### src/sv/evr_pkg.sv
`default_nettype none
package evr_pkg;

  // Quarter-wave sine coefficients, Q30
  localparam logic [31:0] TC1  = 32'd1686629713;
  localparam logic [31:0] TC3  = 32'd693598668;
  localparam logic [31:0] TC5  = 32'd85569306;
  localparam logic [31:0] TC7  = 32'd5026995;
  localparam logic [31:0] TC9  = 32'd172272;
  localparam logic [31:0] TC11 = 32'd3864;
  localparam logic [30:0] Q30_ONE = 31'h4000_0000;

  // Number of cells in the sine/cosine chain
  localparam int unsigned SIN_STEPS = 7;

  typedef logic [30:0] q30_t;

  // Coefficient fed in at Horner steps 1 to 5; step 0 squares u
  function automatic logic [31:0] step_coef(input int unsigned idx);
    logic [31:0] c;
    begin
      case (idx)
        1: c = TC9;
        2: c = TC7;
        3: c = TC5;
        4: c = TC3;
        5: c = TC1;
        default: c = '0;
      endcase
      return c;
    end
  endfunction

endpackage
`default_nettype wire

### src/sv/evr_trig_cell.sv
`default_nettype none
// One sine/cosine chain cell: one registered step (square u, Horner step
// or final multiply by u) for the sine and cosine argument of one angle.
module evr_trig_cell #(
  parameter int unsigned IDX = 0
) (
  input  wire logic        clk,
  input  wire logic [30:0] u_s_in,
  input  wire logic [30:0] u2_s_in,
  input  wire logic [31:0] t_s_in,
  input  wire logic [30:0] u_c_in,
  input  wire logic [30:0] u2_c_in,
  input  wire logic [31:0] t_c_in,
  output      logic [30:0] u_s_out,
  output      logic [30:0] u2_s_out,
  output      logic [31:0] t_s_out,
  output      logic [30:0] u_c_out,
  output      logic [30:0] u2_c_out,
  output      logic [31:0] t_c_out
);
  import evr_pkg::*;

  logic [61:0] prod_s, prod_c;
  logic [31:0] t_s_next, t_c_next, u2_s_next, u2_c_next;

  always_comb begin
    prod_s = '0;
    prod_c = '0;
    t_s_next = t_s_in;
    t_c_next = t_c_in;
    u2_s_next = {1'b0, u2_s_in};
    u2_c_next = {1'b0, u2_c_in};
    if (IDX == 0) begin
      // square u, seed with TC11
      prod_s = u_s_in * u_s_in;
      prod_c = u_c_in * u_c_in;
      u2_s_next = 32'(prod_s >> 30);
      u2_c_next = 32'(prod_c >> 30);
      t_s_next = TC11;
      t_c_next = TC11;
    end else if (IDX < SIN_STEPS - 1) begin
      prod_s = 62'(t_s_in) * 62'(u2_s_in);
      prod_c = 62'(t_c_in) * 62'(u2_c_in);
      t_s_next = step_coef(IDX) - 32'(prod_s >> 30);
      t_c_next = step_coef(IDX) - 32'(prod_c >> 30);
    end else begin
      // final multiply by u, cap at one
      prod_s = 62'(t_s_in) * 62'(u_s_in);
      prod_c = 62'(t_c_in) * 62'(u_c_in);
      t_s_next = (prod_s >> 30) > 62'(Q30_ONE) ? 32'(Q30_ONE) : 32'(prod_s >> 30);
      t_c_next = (prod_c >> 30) > 62'(Q30_ONE) ? 32'(Q30_ONE) : 32'(prod_c >> 30);
    end
  end

  always_ff @(posedge clk) begin
    u_s_out  <= u_s_in;
    u_c_out  <= u_c_in;
    u2_s_out <= u2_s_next[30:0];
    u2_c_out <= u2_c_next[30:0];
    t_s_out  <= t_s_next;
    t_c_out  <= t_c_next;
  end
endmodule
`default_nettype wire

### config.mk
export PLATFORM = sky130hd
export DESIGN_NAME = evr_trig_cell
export DESIGN_NICKNAME = d
export VERILOG_FILES = /design/src/sv/evr_pkg.sv /design/src/sv/evr_trig_cell.sv
export SDC_FILE = /design/constraint.sdc
export NUM_CORES = 2
export LEC_CHECK = 0
export ABC_AREA = 1
export BUFFER_PORTS_ARGS = -buffer_cell sky130_fd_sc_hd__buf_4
export CAP_MARGIN = 10
export CORE_AREA = 8 8 330 332
export CTS_CLUSTER_DIAMETER = 150
export DETAILED_ROUTE_END_ITERATION = 8
export DIE_AREA = 0 0 338 340
export GPL_TIMING_DRIVEN = 0
export HOLD_SLACK_MARGIN = 0.1
export PLACE_DENSITY = 0.77
export SLEW_MARGIN = 20
export SYNTH_ARGS = -nofsm -noshare
export SYNTH_HDL_FRONTEND = slang
export SYNTH_SLANG_ARGS = --single-unit
### constraint.sdc
create_clock -name clk -period 5.8 [get_ports clk]
set_input_delay 0 -clock clk [delete_from_list [all_inputs] [get_ports clk]]
set_output_delay 0 -clock clk [all_outputs]
set_load 0.05 [all_outputs]
==> impl_metrics.toml <==
[layout]
final_net_count = 10230
syn2layout_area_growth_pct = 19.67
design_area_mm2 = 0.07257
final_cell_mix = "inv_1 (2535), nand2_1 (1553), fa_1 (1414)"
drive_above_1_share = 0.1689
layout_commonest_cell = "inv_1"

[sta]
whs_ns = 0.1207
fmax_mhz = 168.0
worst_slew_pin_slew_ns = 0.5680
hold_viol = 0
layout_setup_ws_ns = -0.1515
finalCriticalPeriod_ns = 5.951
max_slew_margin = 0.6214
finalCritPeriodShare = 1.026
rsz0062_at_grt = "true"
slew_violations = 0
setup_viol = 38

[routing]
wl_mm = 210.1
ant_nets = 0
drt-wirelength-per-cell_um = 22.25
initialDrtViolationCount = 5357
wl_met1_mm = 77.07
via_per_inst = 5.338
route.met3.wl_mm = 30.97
highest_layer = "met5"
first_pass_iters = 6
vias = 50390
route.detailed.drc = 0
wl_met2_mm = 90.31

[status]
status = "finished, violations left"
violations = "setup timing"

[cts]
root_buffer = "clkbuf_16"
path_clk_slew_ns = 0.08
cts.sinks = 124
numCtsBuffers = 17
cts.path.max_buffers = 2
htree_levels = 4
cts_tree = "built"

[grt]
grt_pass1_wl_mm = 312.6
grt_max_degree = 17
grt_pass1_vias = 53040
grt_usage = 0.3646
grt_remaining_overflow = 0
antenna_found_initial = 11

[critical_path]
critPathMaxFanout = 10
crit_type = "primary input to flip-flop"
startpoint_type = "primary input"
critPathRequiredTime_ns = 6.22
cp-end-kind = "flip-flop"
path_common_cell = "fa_2"
critPathArrivalTime_ns = 6.37
critPathBufInv = 7
cp_top_family = "adder cells"
slowest_delay_ns = 0.64
slowest_stage = "fa_2"

[placement]
dp_hpwl_mm = 167.6
post_dp_cell_area_mm2 = 0.06422
io_buffers = 186
gp_congestion = 1.040

[floorplan]
die_w_um = 338
die-area_mm2 = 0.1149
io_pins = 377
die_h_um = 340
core_area_mm2 = 0.1041
initial_utilization = 0.5826
row_count = 119

[synth]
ys_seq_elements = 124
netlist_area_mm2 = 0.06064
synth_edf_count = 0
synth_top_area_frac = 0.4932
seq_area_frac_synth = 0.04094
async_flop_share = 0
synth_cells = 7538
yosys.area.top_type = "fa_1"
synth_cell_types = 40
synth_flop_cell = "dfxtp_1"
yosys-top-cells-area = "fa_1 (49%), inv_1 (16%), nand2_1 (11%)"
yosysWarnings = 0
syn_area_per_cell_um2 = 8.044

[worst_hold_path]
hold_path.class = "primary input to flip-flop"

[run]
cap_viol_max_count = 0
==> sequential cells by signal, summed over array words and instances (netlist names) <==
name      flops
u_s_out      31
u2_s_out     31
u2_c_out     31
u_c_out      31
==> Yosys cell counts (34+ instances only) <==
library cell / n
nand3_1: 112
ha_1: 523
a21oi_1: 137
o21bai_1: 35
buf_4: 64
inv_1: 2609
o21ai_0: 34
xor2_1: 39
nor2_1: 179
fa_1: 1494
nand2_1: 1834
clkbuf_1: 170
dfxtp_1: 124
==> cell type report <==
cell class,count,area [um2]
inverter,2620,9842
multi-input combinational,4601,50540
fill,7950,31510
tap,1391,1740
timing repair buffer,411,3747
sequential,124,2482
clock inverter,15,167.7
buffer,250,3595
clock buffer,17,425.4
antenna,10,25.02
==> metal layers <==
metal | track usage | vias to the layer above
met3 | 0.1541 | 737
li1 | - | 21740
met4 | 0.1525 | 8
met2 | 0.5291 | 3164
met1 | 0.4787 | 24740
met5 | 0.01191 | -
==> repair_timing <==
action | 4_1_cts | 5_1_grt
buffers inserted | 92 | 61
hold buffers | 64 | 0
pin swaps | 133 | 310
resized for setup | 907 | 657
gates cloned | 3 | 4
setup endpoints to repair | 62 | 62
endpoints found under the hold margin | 62 | 0
==> per-stage QoR <==
| step | util | setup TNS (ns) | worst slack [ns] | instances |
|---|---|---|---|---|
| 2_1_floorplan | - | -0.01595 | -0.01204 | 7600 |
| 3_3_place_gp | 0.6168 | -102.25 | -2.065 | 9177 |
| 3_5_place_dp | 0.6170 | -105.44 | -2.079 | 9178 |
| 4_1_cts | 0.6723 | -0.2602 | -0.04801 | 9367 |
| 5_1_grt | 0.6970 | -9.326 | -0.2665 | 9430 |
| 6_report | 0.6973 | -2.841 | -0.1515 | 9439 |
==> kinds of logic (layout without fill, tap and decap cells) <==
kind of cell,Yosys count,after routing,synth area share
AOI/OAI and AO/OA,225,225,0.02072
xor gates and xnor gates,61,61,0.008810
adders and majority gates,2017,2017,0.6011
buffers and inverters,2875,3313,0.1820
DFF,124,124,0.04094
other,2,74,0.0001238
and+or+nand+nor,2234,2234,0.1463
==> path summary, 6_finish.rpt <==
| check | startpoint | end | slack, ns | depth (start not counted) |
|---|---|---|---|---|
| setup / recovery | u_s_in[1] | u2_s_out[25]$_DFF_P_ | -0.15 | 26 |
| hold / removal | u_c_in[7] | u_c_out[7]$_DFF_P_ | 0.12 | 2 |
Power is left out: the tool's default activity adds up to more than one toggle a clock period on the data nets, which glitch-free logic cannot reach.
